**config.mk**
```make
export PLATFORM = sky130hd
export DESIGN_NAME = hid_axis_to_pwm_mapper
export DESIGN_NICKNAME = d
export VERILOG_FILES = /design/src/rtl/hatpm_pkg.sv /design/src/rtl/hatpm_front.sv /design/src/rtl/hatpm_fifo.sv /design/src/rtl/hatpm_back.sv /design/src/rtl/hid_axis_to_pwm_mapper.sv
export SDC_FILE = /design/constraint.sdc
export NUM_CORES = 2
export LEC_CHECK = 0
export BUFFER_PORTS_ARGS = -buffer_cell sky130_fd_sc_hd__buf_2
export CAP_MARGIN = 20
export CORE_AREA = 3 3 444 446
export DETAILED_ROUTE_END_ITERATION = 6
export DIE_AREA = 0 0 447 449
export MAX_ROUTING_LAYER = met4
export PLACE_DENSITY = 0.68
export SLEW_MARGIN = 15
export SYNTH_ARGS = -nofsm -noshare
export SYNTH_HDL_FRONTEND = slang
export SYNTH_HIERARCHICAL = 1
export SYNTH_SLANG_ARGS = --single-unit
export TNS_END_PERCENT = 10
```
**constraint.sdc**
```tcl
create_clock -name clock -period 73.7 [get_ports clock]
set_input_delay 3.685 -clock clock [delete_from_list [all_inputs] [get_ports clock]]
set_output_delay 3.685 -clock clock [all_outputs]
set_load 0.01 [all_outputs]
```
**src/rtl/hatpm_pkg.sv**
```systemverilog
package hatpm_pkg;

   // HID usage page and usage codes
   localparam logic [15:0] PAGE_DESKTOP  = 16'h0001;
   localparam logic [15:0] USAGE_FORWARD = 16'h0031;
   localparam logic [15:0] USAGE_TURN    = 16'h0033;
   localparam logic [15:0] USAGE_SHOOT   = 16'h0093;

   // configuration register indexes
   localparam logic [7:0] CSR_DEADZONE = 8'd0;
   localparam logic [7:0] CSR_PWM      = 8'd1;

   localparam logic [15:0] DEADZONE_RESET = 16'd6554;
   localparam logic [14:0] PWM_RESET      = 15'd255;

   // Q1.16 full deflection
   localparam logic [16:0] Q16_ONE = 17'h10000;

   // what a field does to the packet
   typedef logic [1:0] kind_type;
   localparam kind_type KIND_NONE  = 2'd0;
   localparam kind_type KIND_FWD   = 2'd1;
   localparam kind_type KIND_TURN  = 2'd2;
   localparam kind_type KIND_SHOOT = 2'd3;

   // control that travels with an item down the pipeline
   typedef struct packed {
      kind_type kind;
      logic     neg;
      logic     zero;
      logic     press;
   } tag_type;

   // one entry of the queue between front and back
   typedef struct packed {
      kind_type    kind;
      logic [15:0] drive;
      logic        press;
   } entry_type;

endpackage

```
**src/rtl/hatpm_front.sv**
```systemverilog
module hatpm_front (
   input  logic                     clock,
   input  logic                     reset,
   input  logic                     req_valid,
   output logic                     req_ready,
   input  logic [15:0]              req_usage_page,
   input  logic [15:0]              req_usage_code,
   input  logic signed [16:0]       req_field_value,
   input  logic signed [16:0]       req_range_min,
   input  logic signed [16:0]       req_range_max,
   input  logic [15:0]              deadzone,
   input  logic [14:0]              pwm_scale,
   output logic                     push_valid,
   input  logic                     push_ready,
   output hatpm_pkg::entry_type     push_entry
);
   import hatpm_pkg::*;

   localparam int NSTEPS = 17;
   localparam int DSTEPS = 15;

   logic adv;

   // normalize divider stages; index 0 holds the decoded beat
   logic              n_vld_ff [0:NSTEPS];
   tag_type           n_tag_ff [0:NSTEPS];
   logic              n_sat_ff [0:NSTEPS];
   logic [18:0]       n_rem_ff [0:NSTEPS];
   logic [17:0]       n_den_ff [0:NSTEPS];
   logic [16:0]       n_q_ff   [0:NSTEPS];

   // clamp and deadzone stage
   logic              c_vld_ff;
   tag_type           c_tag_ff;
   logic [16:0]       c_diff_ff;
   logic [16:0]       c_dv_ff;

   // scale divider stages; index 0 holds the product
   logic              d_vld_ff  [0:DSTEPS];
   tag_type           d_tag_ff  [0:DSTEPS];
   logic [16:0]       d_rem_ff  [0:DSTEPS];
   logic [14:0]       d_low_ff  [0:DSTEPS];
   logic [16:0]       d_dv_ff   [0:DSTEPS];
   logic [14:0]       d_q_ff    [0:DSTEPS];

   // stall everything only when the last stage cannot leave
   assign adv       = !d_vld_ff[DSTEPS] || push_ready;
   assign req_ready = adv;

   // decode the beat and form numerator and range
   logic signed [19:0] num_in;
   logic signed [18:0] span_in;
   tag_type            tag_in;
   logic [18:0]        mag_in;

   always_comb begin
      num_in  = 20'(req_field_value) + 20'(req_field_value)
              - 20'(req_range_min) - 20'(req_range_max);
      span_in = 19'(req_range_max) - 19'(req_range_min);
      mag_in  = num_in[19] ? 19'(-num_in) : num_in[18:0];
      tag_in.kind = KIND_NONE;
      if (req_usage_page == PAGE_DESKTOP) begin
         if (req_usage_code == USAGE_FORWARD) tag_in.kind = KIND_FWD;
         else if (req_usage_code == USAGE_TURN) tag_in.kind = KIND_TURN;
         else if (req_usage_code == USAGE_SHOOT) tag_in.kind = KIND_SHOOT;
      end
      tag_in.neg   = num_in[19];
      tag_in.zero  = span_in[18] || (span_in == '0);
      tag_in.press = (req_field_value != '0);
   end

   always_ff @(posedge clock) begin
      if (reset) begin
         n_vld_ff[0] <= 1'b0;
      end else if (adv) begin
         n_vld_ff[0] <= req_valid;
      end
      if (adv) begin
         n_tag_ff[0] <= tag_in;
         n_sat_ff[0] <= 1'b0;
         n_rem_ff[0] <= mag_in;
         n_den_ff[0] <= span_in[17:0];
         n_q_ff[0]   <= '0;
      end
   end

   // one quotient bit per stage, most significant first
   for (genvar k = 0; k < NSTEPS; k++) begin : g_norm
      logic [18:0] trial;
      logic        take;
      always_comb begin
         trial = (k == 0) ? n_rem_ff[k] : {n_rem_ff[k][17:0], 1'b0};
         take  = (trial >= 19'(n_den_ff[k]));
      end
      always_ff @(posedge clock) begin
         if (reset) begin
            n_vld_ff[k+1] <= 1'b0;
         end else if (adv) begin
            n_vld_ff[k+1] <= n_vld_ff[k];
         end
         if (adv) begin
            n_tag_ff[k+1] <= n_tag_ff[k];
            n_den_ff[k+1] <= n_den_ff[k];
            if (k == 0) begin
               n_sat_ff[k+1] <= (n_rem_ff[k] >= {n_den_ff[k], 1'b0});
            end else begin
               n_sat_ff[k+1] <= n_sat_ff[k];
            end
            n_rem_ff[k+1] <= take ? (trial - 19'(n_den_ff[k])) : trial;
            n_q_ff[k+1]   <= n_q_ff[k] | (take ? (17'd1 << (NSTEPS - 1 - k)) : 17'd0);
         end
      end
   end

   // clamp to full deflection and apply the deadzone
   logic [16:0] magn;
   tag_type     c_tag_in;
   always_comb begin
      magn = (n_sat_ff[NSTEPS] || n_q_ff[NSTEPS] > Q16_ONE) ? Q16_ONE : n_q_ff[NSTEPS];
      c_tag_in = n_tag_ff[NSTEPS];
      c_tag_in.zero = n_tag_ff[NSTEPS].zero || (magn < 17'(deadzone));
   end

   always_ff @(posedge clock) begin
      if (reset) begin
         c_vld_ff <= 1'b0;
      end else if (adv) begin
         c_vld_ff <= n_vld_ff[NSTEPS];
      end
      if (adv) begin
         c_tag_ff  <= c_tag_in;
         c_diff_ff <= magn - 17'(deadzone);
         c_dv_ff   <= Q16_ONE - 17'(deadzone);
      end
   end

   // scale by the full-scale drive
   logic [31:0] prod;
   assign prod = 32'(c_diff_ff) * 32'(pwm_scale);

   always_ff @(posedge clock) begin
      if (reset) begin
         d_vld_ff[0] <= 1'b0;
      end else if (adv) begin
         d_vld_ff[0] <= c_vld_ff;
      end
      if (adv) begin
         d_tag_ff[0] <= c_tag_ff;
         d_rem_ff[0] <= prod[31:15];
         d_low_ff[0] <= prod[14:0];
         d_dv_ff[0]  <= c_dv_ff;
         d_q_ff[0]   <= '0;
      end
   end

   // divide by the span above the deadzone, one bit per stage
   for (genvar k = 0; k < DSTEPS; k++) begin : g_scale
      logic [17:0] trial;
      logic        take;
      always_comb begin
         trial = {d_rem_ff[k], d_low_ff[k][DSTEPS-1-k]};
         take  = (trial >= 18'(d_dv_ff[k]));
      end
      always_ff @(posedge clock) begin
         if (reset) begin
            d_vld_ff[k+1] <= 1'b0;
         end else if (adv) begin
            d_vld_ff[k+1] <= d_vld_ff[k];
         end
         if (adv) begin
            d_tag_ff[k+1] <= d_tag_ff[k];
            d_low_ff[k+1] <= d_low_ff[k];
            d_dv_ff[k+1]  <= d_dv_ff[k];
            d_rem_ff[k+1] <= take ? 17'(trial - 18'(d_dv_ff[k])) : trial[16:0];
            d_q_ff[k+1]   <= d_q_ff[k] | (take ? (15'd1 << (DSTEPS - 1 - k)) : 15'd0);
         end
      end
   end

   // restore the sign and hand the beat to the queue
   logic [15:0] mag_out;
   always_comb begin
      mag_out          = d_tag_ff[DSTEPS].zero ? 16'd0 : {1'b0, d_q_ff[DSTEPS]};
      push_valid       = d_vld_ff[DSTEPS];
      push_entry.kind  = d_tag_ff[DSTEPS].kind;
      push_entry.press = d_tag_ff[DSTEPS].press;
      push_entry.drive = d_tag_ff[DSTEPS].neg ? 16'(-mag_out) : mag_out;
   end

endmodule

```
**src/rtl/hatpm_fifo.sv**
```systemverilog
module hatpm_fifo #(
   parameter int DEPTH = 4
) (
   input  logic                 clock,
   input  logic                 reset,
   input  logic                 push_valid,
   output logic                 push_ready,
   input  hatpm_pkg::entry_type push_entry,
   output logic                 pop_valid,
   input  logic                 pop_ready,
   output hatpm_pkg::entry_type pop_entry
);
   import hatpm_pkg::*;

   localparam int AW = (DEPTH > 1) ? $clog2(DEPTH) : 1;

   entry_type        mem_ff [0:DEPTH-1];
   logic [AW-1:0]    wr_ptr_ff, rd_ptr_ff;
   logic [AW:0]      count_ff;
   logic             do_push, do_pop;

   assign push_ready = (count_ff != (AW+1)'(DEPTH));
   assign pop_valid  = (count_ff != '0);
   assign pop_entry  = mem_ff[rd_ptr_ff];
   assign do_push    = push_valid && push_ready;
   assign do_pop     = pop_valid && pop_ready;

   // advance pointers and track fill
   always_ff @(posedge clock) begin
      if (reset) begin
         wr_ptr_ff <= '0;
         rd_ptr_ff <= '0;
         count_ff  <= '0;
      end else begin
         if (do_push) begin
            wr_ptr_ff <= (wr_ptr_ff == AW'(DEPTH - 1)) ? '0 : wr_ptr_ff + 1'b1;
         end
         if (do_pop) begin
            rd_ptr_ff <= (rd_ptr_ff == AW'(DEPTH - 1)) ? '0 : rd_ptr_ff + 1'b1;
         end
         if (do_push && !do_pop) begin
            count_ff <= count_ff + 1'b1;
         end else if (!do_push && do_pop) begin
            count_ff <= count_ff - 1'b1;
         end
      end
   end

   // store the beat
   always_ff @(posedge clock) begin
      if (do_push) begin
         mem_ff[wr_ptr_ff] <= push_entry;
      end
   end

endmodule

```
**src/rtl/hatpm_back.sv**
```systemverilog
module hatpm_back (
   input  logic                 clock,
   input  logic                 reset,
   input  logic                 pop_valid,
   output logic                 pop_ready,
   input  hatpm_pkg::entry_type pop_entry,
   output logic                 rsp_valid,
   input  logic                 rsp_ready,
   output logic signed [15:0]   rsp_forward_drive,
   output logic signed [15:0]   rsp_turn_drive,
   output logic                 rsp_shoot,
   output logic                 rsp_field_used
);
   import hatpm_pkg::*;

   logic [15:0] fwd_ff, fwd_in;
   logic [15:0] turn_ff, turn_in;
   logic        shoot_ff, shoot_in;
   logic        used_in;
   logic        rsp_valid_ff;
   logic [15:0] rsp_fwd_ff, rsp_turn_ff;
   logic        rsp_shoot_ff, rsp_used_ff;
   logic        take;

   assign pop_ready = !rsp_valid_ff || rsp_ready;
   assign take      = pop_valid && pop_ready;

   // apply the entry to the held packet
   always_comb begin
      fwd_in   = fwd_ff;
      turn_in  = turn_ff;
      shoot_in = shoot_ff;
      used_in  = 1'b1;
      unique case (pop_entry.kind)
         KIND_FWD:   fwd_in   = pop_entry.drive;
         KIND_TURN:  turn_in  = pop_entry.drive;
         KIND_SHOOT: shoot_in = pop_entry.press;
         default:    used_in  = 1'b0;
      endcase
   end

   always_ff @(posedge clock) begin
      if (reset) begin
         fwd_ff       <= '0;
         turn_ff      <= '0;
         shoot_ff     <= 1'b0;
         rsp_valid_ff <= 1'b0;
      end else begin
         if (take) begin
            fwd_ff   <= fwd_in;
            turn_ff  <= turn_in;
            shoot_ff <= shoot_in;
         end
         if (pop_ready) begin
            rsp_valid_ff <= pop_valid;
         end
      end
   end

   // hold the result until it is taken
   always_ff @(posedge clock) begin
      if (take) begin
         rsp_fwd_ff   <= fwd_in;
         rsp_turn_ff  <= turn_in;
         rsp_shoot_ff <= shoot_in;
         rsp_used_ff  <= used_in;
      end
   end

   assign rsp_valid         = rsp_valid_ff;
   assign rsp_forward_drive = rsp_fwd_ff;
   assign rsp_turn_drive    = rsp_turn_ff;
   assign rsp_shoot         = rsp_shoot_ff;
   assign rsp_field_used    = rsp_used_ff;

endmodule

```
**src/rtl/hid_axis_to_pwm_mapper.sv**
```systemverilog
// HID report field to drive packet mapper.
// req_ channel: one HID field per beat (page, usage, value, logical range).
// rsp_ channel: one beat per request with the held forward and turn drive,
//    the shoot bit and whether this field's usage is mapped into the packet.
// csr_ channel: index 0 deadzone (Q0.16), index 1 full-scale drive; always
//    ready, other indexes ignored. Write only while no request is in flight.
// Throughput: one field per cycle unless the receiver stalls. The normalize divide
//    (17 stages, one quotient bit each) and the scale divide (15 stages) are
//    fully pipelined.
// Reset clears the held packet to zero, restores the register defaults and
//    empties the pipeline and queue.
// When the receiver stalls, the response register holds, the queue between
//    the pipeline and the packet logic fills, and then the whole pipeline
//    freezes and req_ready drops in the same cycle.
module hid_axis_to_pwm_mapper #(
   parameter int QUEUE_DEPTH = 4
) (
   input  logic               clock,
   input  logic               reset,
   input  logic               req_valid,
   output logic               req_ready,
   input  logic [15:0]        req_usage_page,
   input  logic [15:0]        req_usage_code,
   input  logic signed [16:0] req_field_value,
   input  logic signed [16:0] req_range_min,
   input  logic signed [16:0] req_range_max,
   output logic               rsp_valid,
   input  logic               rsp_ready,
   output logic signed [15:0] rsp_forward_drive,
   output logic signed [15:0] rsp_turn_drive,
   output logic               rsp_shoot,
   output logic               rsp_field_used,
   input  logic               csr_valid,
   output logic               csr_ready,
   input  logic [7:0]         csr_index,
   input  logic [15:0]        csr_wdata
);
   import hatpm_pkg::*;

   logic [15:0] deadzone_ff;
   logic [14:0] pwm_ff;

   // configuration registers
   assign csr_ready = 1'b1;
   always_ff @(posedge clock) begin
      if (reset) begin
         deadzone_ff <= DEADZONE_RESET;
         pwm_ff      <= PWM_RESET;
      end else if (csr_valid) begin
         if (csr_index == CSR_DEADZONE) deadzone_ff <= csr_wdata;
         else if (csr_index == CSR_PWM) pwm_ff <= csr_wdata[14:0];
      end
   end

   logic      push_valid, push_ready, pop_valid, pop_ready;
   entry_type push_entry, pop_entry;

   hatpm_front u_front (
      .clock           (clock),
      .reset           (reset),
      .req_valid       (req_valid),
      .req_ready       (req_ready),
      .req_usage_page  (req_usage_page),
      .req_usage_code  (req_usage_code),
      .req_field_value (req_field_value),
      .req_range_min   (req_range_min),
      .req_range_max   (req_range_max),
      .deadzone        (deadzone_ff),
      .pwm_scale       (pwm_ff),
      .push_valid      (push_valid),
      .push_ready      (push_ready),
      .push_entry      (push_entry)
   );

   hatpm_fifo #(.DEPTH(QUEUE_DEPTH)) u_fifo (
      .clock      (clock),
      .reset      (reset),
      .push_valid (push_valid),
      .push_ready (push_ready),
      .push_entry (push_entry),
      .pop_valid  (pop_valid),
      .pop_ready  (pop_ready),
      .pop_entry  (pop_entry)
   );

   hatpm_back u_back (
      .clock             (clock),
      .reset             (reset),
      .pop_valid         (pop_valid),
      .pop_ready         (pop_ready),
      .pop_entry         (pop_entry),
      .rsp_valid         (rsp_valid),
      .rsp_ready         (rsp_ready),
      .rsp_forward_drive (rsp_forward_drive),
      .rsp_turn_drive    (rsp_turn_drive),
      .rsp_shoot         (rsp_shoot),
      .rsp_field_used    (rsp_field_used)
   );

endmodule
```
# Word-level counts from Yosys, hierarchy flattened
# Memories as Yosys holds them, arrays and structs flattened. A register that Yosys moved wholly into a read port is not among the register bits.
# Cells that the tools add are included.
# classes
n_reduce_logical	21
add_sub_neg	44
n_mux	124
n_bitwise	67
eq_ne	11
n_mul	1
order_cmp	35
# ops
op	count
two-way mux 19 bit	18
>= comparator 19 x 18 -> 1 bit	17
subtractor 19 x 18 -> 19 bit	17
two-way mux 17 bit	17
OR 17 bit	17
>= comparator 18 x 17 -> 1 bit	15
subtractor 17 bit	15
OR 15 bit	15
two-way mux 16 bit	4
two-way mux 1 bit	46
two-way mux 15 bit	3
OR 1 bit	34
== test 16 x 6 -> 1 bit (second input constant)	2
multiplier 17 x 15 -> 32 bit	1
two-way mux 14 bit	2
two-way mux 13 bit	2
two-way mux 12 bit	2
two-way mux 11 bit	2
two-way mux 10 bit	2
two-way mux 2 bit	10
subtractor 20 x 17 -> 20 bit	1
>= comparator 19 bit	1
logical NOT 19 bit	1
negation 19 bit	1
35 further kinds	58
# word_totals
mem_bits_rw	2294
elab_cells	335
register_bits	145
memories	13
in_bits	112
# mem_list
memory	words	width	rd	rd_ports_with_merged_regs	write_ports	line_no	source
u_front.n_rem_ff	18	19	17	0	18	hatpm_front.sv:28	logic [18:0] n_rem_ff [0:NSTEPS];
u_front.n_den_ff	18	18	17	0	18	hatpm_front.sv:29	logic [17:0] n_den_ff [0:NSTEPS];
u_front.n_q_ff	18	17	18	0	18	hatpm_front.sv:30	logic [16:0] n_q_ff [0:NSTEPS];
u_front.d_dv_ff	16	17	15	0	16	hatpm_front.sv:43	logic [16:0] d_dv_ff [0:DSTEPS];
u_front.d_rem_ff	16	17	15	0	16	hatpm_front.sv:41	logic [16:0] d_rem_ff [0:DSTEPS];
u_front.d_low_ff	16	15	15	0	16	hatpm_front.sv:42	logic [14:0] d_low_ff [0:DSTEPS];
+7 memories	n/a	n/a	n/a	n/a	n/a	n/a	

# Longest topological paths before layout
# An unclocked memory read counts as a cell.
# logic_depth
depth_word	7
ltp_mapped	25

# By module
# Netlist, hierarchy kept.
# modules_own_cells
mod	area_per_inst_um2	instances	cells_each
hatpm_front	96998.0	1	7759
hatpm_fifo	3218.1	1	147
hatpm_back	2869.0	1	210
hid_axis_to_pwm_mapper	1322.5	1	135

# Worst setup path after synthesis
# Ideal clock, no wire load.
# synth_path
kind	register -> register
from	reg u_fifo.count_ff[0]
to	mem u_front.d_vld_ff[0] (enable)
n_path_buf	1
setup_ns	0.378
arrival_ns	47.105
period_less_slack_ns	47.483
slack_ns	26.217
t_required_ns	73.322
stages_incl_launch_ff	5
cell_sequence	dfxtp_1 or3b_1 clkbuf_2 nand2b_1 or2_2
# synth_rtl
item	line_no	source
from (decl)	hatpm_fifo.sv:19	logic [AW:0] count_ff;
from (signal assigned)	hatpm_fifo.sv:42	count_ff <= count_ff + 1'b1;
from (signal assigned)	hatpm_fifo.sv:44	count_ff <= count_ff - 1'b1;
to (decl)	hatpm_front.sv:39	logic d_vld_ff [0:DSTEPS];

==> results.yml <==
run_status:
  outcome: "finished, final reports clean"
clocking:
  cts_buffers: 202
  clkTransAtPathRegs_ns: 0.06
  clock_sinks: 1961
  cts_buffer_depth: 3
  clkLatencyLatePin_ns: 0.83
  post-cts-setup-buffers: 0
  htree_levels: 4
  cts_resized: 0
  cts_tree: "yes"
  clockRootBuffer: "clkbuf_16"
  hold_buffers: 0
yosys:
  synth_area_um2: 104000
  synthDominantCellAreaShare_pct: 54.2
  syn_inst: 8251
  ys_types: 102
  avgSynthCellArea_um2: 12.7
  async_flop_share_pct: 0
  synthesis.nets: 9359
  synth_area_leaders: "edfxtp_1 54%, ha_1 9.0%, fa_1 4.7%"
  synth_top_area_cell: "edfxtp_1"
  synth_edf_count: 1886
  ys.flop_type: "edfxtp_1"
  ys_seq_area_share_pct: 55.7
  synth.ff_latch_count: 1961
  yosysWarnings: 6
drt:
  drt-vias-per-instance: 5.54
  drtIter0Drc: 3623
  drt-total-wl_um: 201000
  met1_length_um: 80600
  drt-pass1-iter-count: 6
  dr_wl_met3_um: 7270
  wl_met2_um: 104000
  wl_per_cell_um: 17.9
  vias: 62062
  drc_errors: 0
  top_layer_used: "met4"
  ant_nets: 0
timing:
  finalSetupViolations: 0
  hold_violations: 0
  tightest_slew_ns: 1.18
  fin_setup_tns_ns: 0
  period_minus_slack_ns: 7.29
  min_period_over_period_pct: 9.89
  timing.slew.headroom_pct: 21.2
  fmax_mhz: 137
  drv_slew: 0
  rsz0062_at_grt: "no"
  finalClockSkew_ns: 0.0330
finish:
  finalNetCount: 9617
  fillers: 15013
  mostFrequentLayoutCell: "edfxtp_1"
  layout_common_cells: "1886 x edfxtp_1, 1053 x inv_1, 753 x ha_1"
  multi_input_area_um2: 41700
  layout-drive-gt1-share_pct: 10.9
  register_area_um2: 58100
  synthToLayoutAreaGrowth_pct: 10.3
setup_path:
  setup.worst_path.end: "u_front/d_rem_ff[0][15]$_DFFE_PN_"
  worst-r2r-cell-count: 22
  crit_arrival_ns: 7.86
  crit_required_ns: 74.27
  r2r-start: "u_front/c_diff_ff[4]$_DFFE_PN_"
  critPathKind: "reg -> reg"
  start_kind: "flop"
  rrSetupSlack_ns: 66.41
  crit_start: "u_front/c_diff_ff[4]$_DFFE_PN_"
  r2r_end: "u_front/d_rem_ff[0][15]$_DFFE_PN_"
  crit_fanout: 15
  worstSetupEndpointType: "flop"
grt:
  grt_pass1_vias: 63856
  grt_pass1_wl_um: 326000
  antenna_found_initial: 9
  grt_use_total_pct: 20.7
  grt-ovfl-total: 0
  grt_max_degree: 191
floorplan:
  coreArea_um2: 193000
  num_rows: 161
  start_util_pct: 54.1
  fp.dieW_um: 447
  die_y_um: 449
  boundaryPins: 149
  die_area_um2: 201000
placement:
  dp_hpwl_um: 147000
  port_buffers: 147
  gp_congestion: 0.912
hold_path:
  hold_class: "reg -> reg"
job:
  drv_cap: 0
[worst max-delay path, stage by stage (launching register included)]
cell	delay, ns
edfxtp_1	0.64
and2_1	0.30
fa_1	0.54
inv_1	0.06
fa_1	0.53
inv_1	0.06
fa_1	0.45
ha_1	0.32
fa_1	0.54
inv_1	0.05
fa_1	0.52
inv_1	0.04
ha_1	0.35
a2111oi_0	0.38
o21ai_0	0.31
a32oi_2	0.42
o221ai_2	0.19
a2111oi_2	0.32
nor3_1	0.15
and4_4	0.22
a2111oi_4	0.38
a21oi_2	0.10
xor2_1	0.15
[registers in the layout, indices dropped and copies added, names as in the netlist, 17 cells and up, named ones only]
| register | cells |
|---|---|
| u_front/d_q_ff | 120 |
| u_front/c_diff_ff | 17 |
| u_front/c_dv_ff | 17 |
| u_front/d_rem_ff | 255 |
| u_front/d_tag_ff | 80 |
| u_front/n_sat_ff | 17 |
| u_front/n_rem_ff | 307 |
| u_front/d_dv_ff | 255 |
| u_front/n_den_ff | 306 |
| u_front/n_q_ff | 153 |
| u_front/n_vld_ff | 18 |
| u_front/n_tag_ff | 90 |
| u_front/d_low_ff | 120 |
| u_fifo/mem_ff | 76 |
[cells by family (layout without fill, tap and decap cells)]
kind of cell | Yosys count | in the layout | synth area share (%)
other | 1 | 6 | 0.00359
buffers and inverters | 1192 | 1616 | 4.41
xor gates and xnor gates | 494 | 494 | 4.18
muxes | 412 | 412 | 4.54
and+or+nand+nor | 1708 | 1708 | 8.39
adders and majority gates | 996 | 996 | 13.7
AOI/OAI and AO/OA | 1487 | 1487 | 9.11
DFF | 1961 | 1961 | 55.7
[layout make-up]
class	count	share of cell area, %
clock buffers	238	4.60
inverters	1054	3.44
well taps	2526	2.75
repair buffers	192	1.04
clock inverters	132	1.45
diodes	5	0.0109
flip-flops and latches	1961	50.5
multi-input cells	5098	36.2
[worst min path at each step]
stage / from / endpoint / slack [ns] / cells past startpoint
2_1_floorplan: u_front/n_tag_ff[17][0]$_DFFE_PN_ / u_front/c_tag_ff[0]$_DFFE_PN_ / 0.40 / 0
3_3_place_gp: u_front/d_q_ff[14][5]$_DFFE_PN_ / u_front/d_q_ff[15][5]$_DFFE_PN_ / 0.40 / 0
3_5_place_dp: u_front/c_dv_ff[11]$_DFFE_PN_ / u_front/d_dv_ff[0][11]$_DFFE_PN_ / 0.40 / 0
4_1_cts: u_front/n_tag_ff[4][0]$_DFFE_PN_ / u_front/n_tag_ff[5][0]$_DFFE_PN_ / 0.40 / 0
5_1_grt: u_front/d_low_ff[0][21]$_DFFE_PN_ / u_front/d_low_ff[1][6]$_DFFE_PN_ / 0.40 / 0
6_report: u_front/d_low_ff[0][21]$_DFFE_PN_ / u_front/d_low_ff[1][6]$_DFFE_PN_ / 0.39 / 0
[layer usage]
metal,track usage [%],up-vias
li1,-,30049
met1,23.5,30234
met2,36.5,1287
met3,2.76,492
met4,8.85,0
met5,-,-
[Yosys cell counts (26+ instances only)]
| library cell | number |
|---|---|
| and2_1 | 221 |
| mux2_2 | 286 |
| a21oi_1 | 466 |
| edfxtp_1 | 1886 |
| or3_1 | 47 |
| and4_1 | 26 |
| fa_1 | 243 |
| mux2i_1 | 87 |
| nand3_1 | 35 |
| nor2b_1 | 92 |
| a211oi_1 | 31 |
| ha_1 | 753 |
| o31ai_1 | 40 |
| o21a_1 | 34 |
| nand2_1 | 402 |
| a21o_1 | 247 |
| xnor2_1 | 324 |
| nor4_1 | 41 |
| a31oi_1 | 26 |
| clkbuf_1 | 72 |
| buf_2 | 46 |
| o21ai_0 | 350 |
| dfxtp_1 | 75 |
| xor2_1 | 167 |
| nor3_1 | 85 |
| inv_1 | 1053 |
| o21bai_1 | 45 |
| nand2b_1 | 144 |
| nor2_1 | 393 |
| nand4_1 | 112 |
| and3_1 | 50 |
| a21boi_0 | 46 |
| a31o_2 | 40 |
[through the flow]
stage	setup WS, ns	utilization [%]	hold slack, ns	cells	area, um^2
CTS	66.43	59.6	0.395	11194	115000
finish	66.41	59.7	0.395	11206	115000
detailed placement	65.91	56.0	0.405	10824	108000
global placement	65.93	56.0	0.400	10822	108000
global route	66.01	59.7	0.403	11205	115000
floorplan	26.22	-	0.400	8251	104000
Power is left out: the tool's default activity adds up to more than one toggle a clock period on the data nets, which glitch-free logic cannot reach.
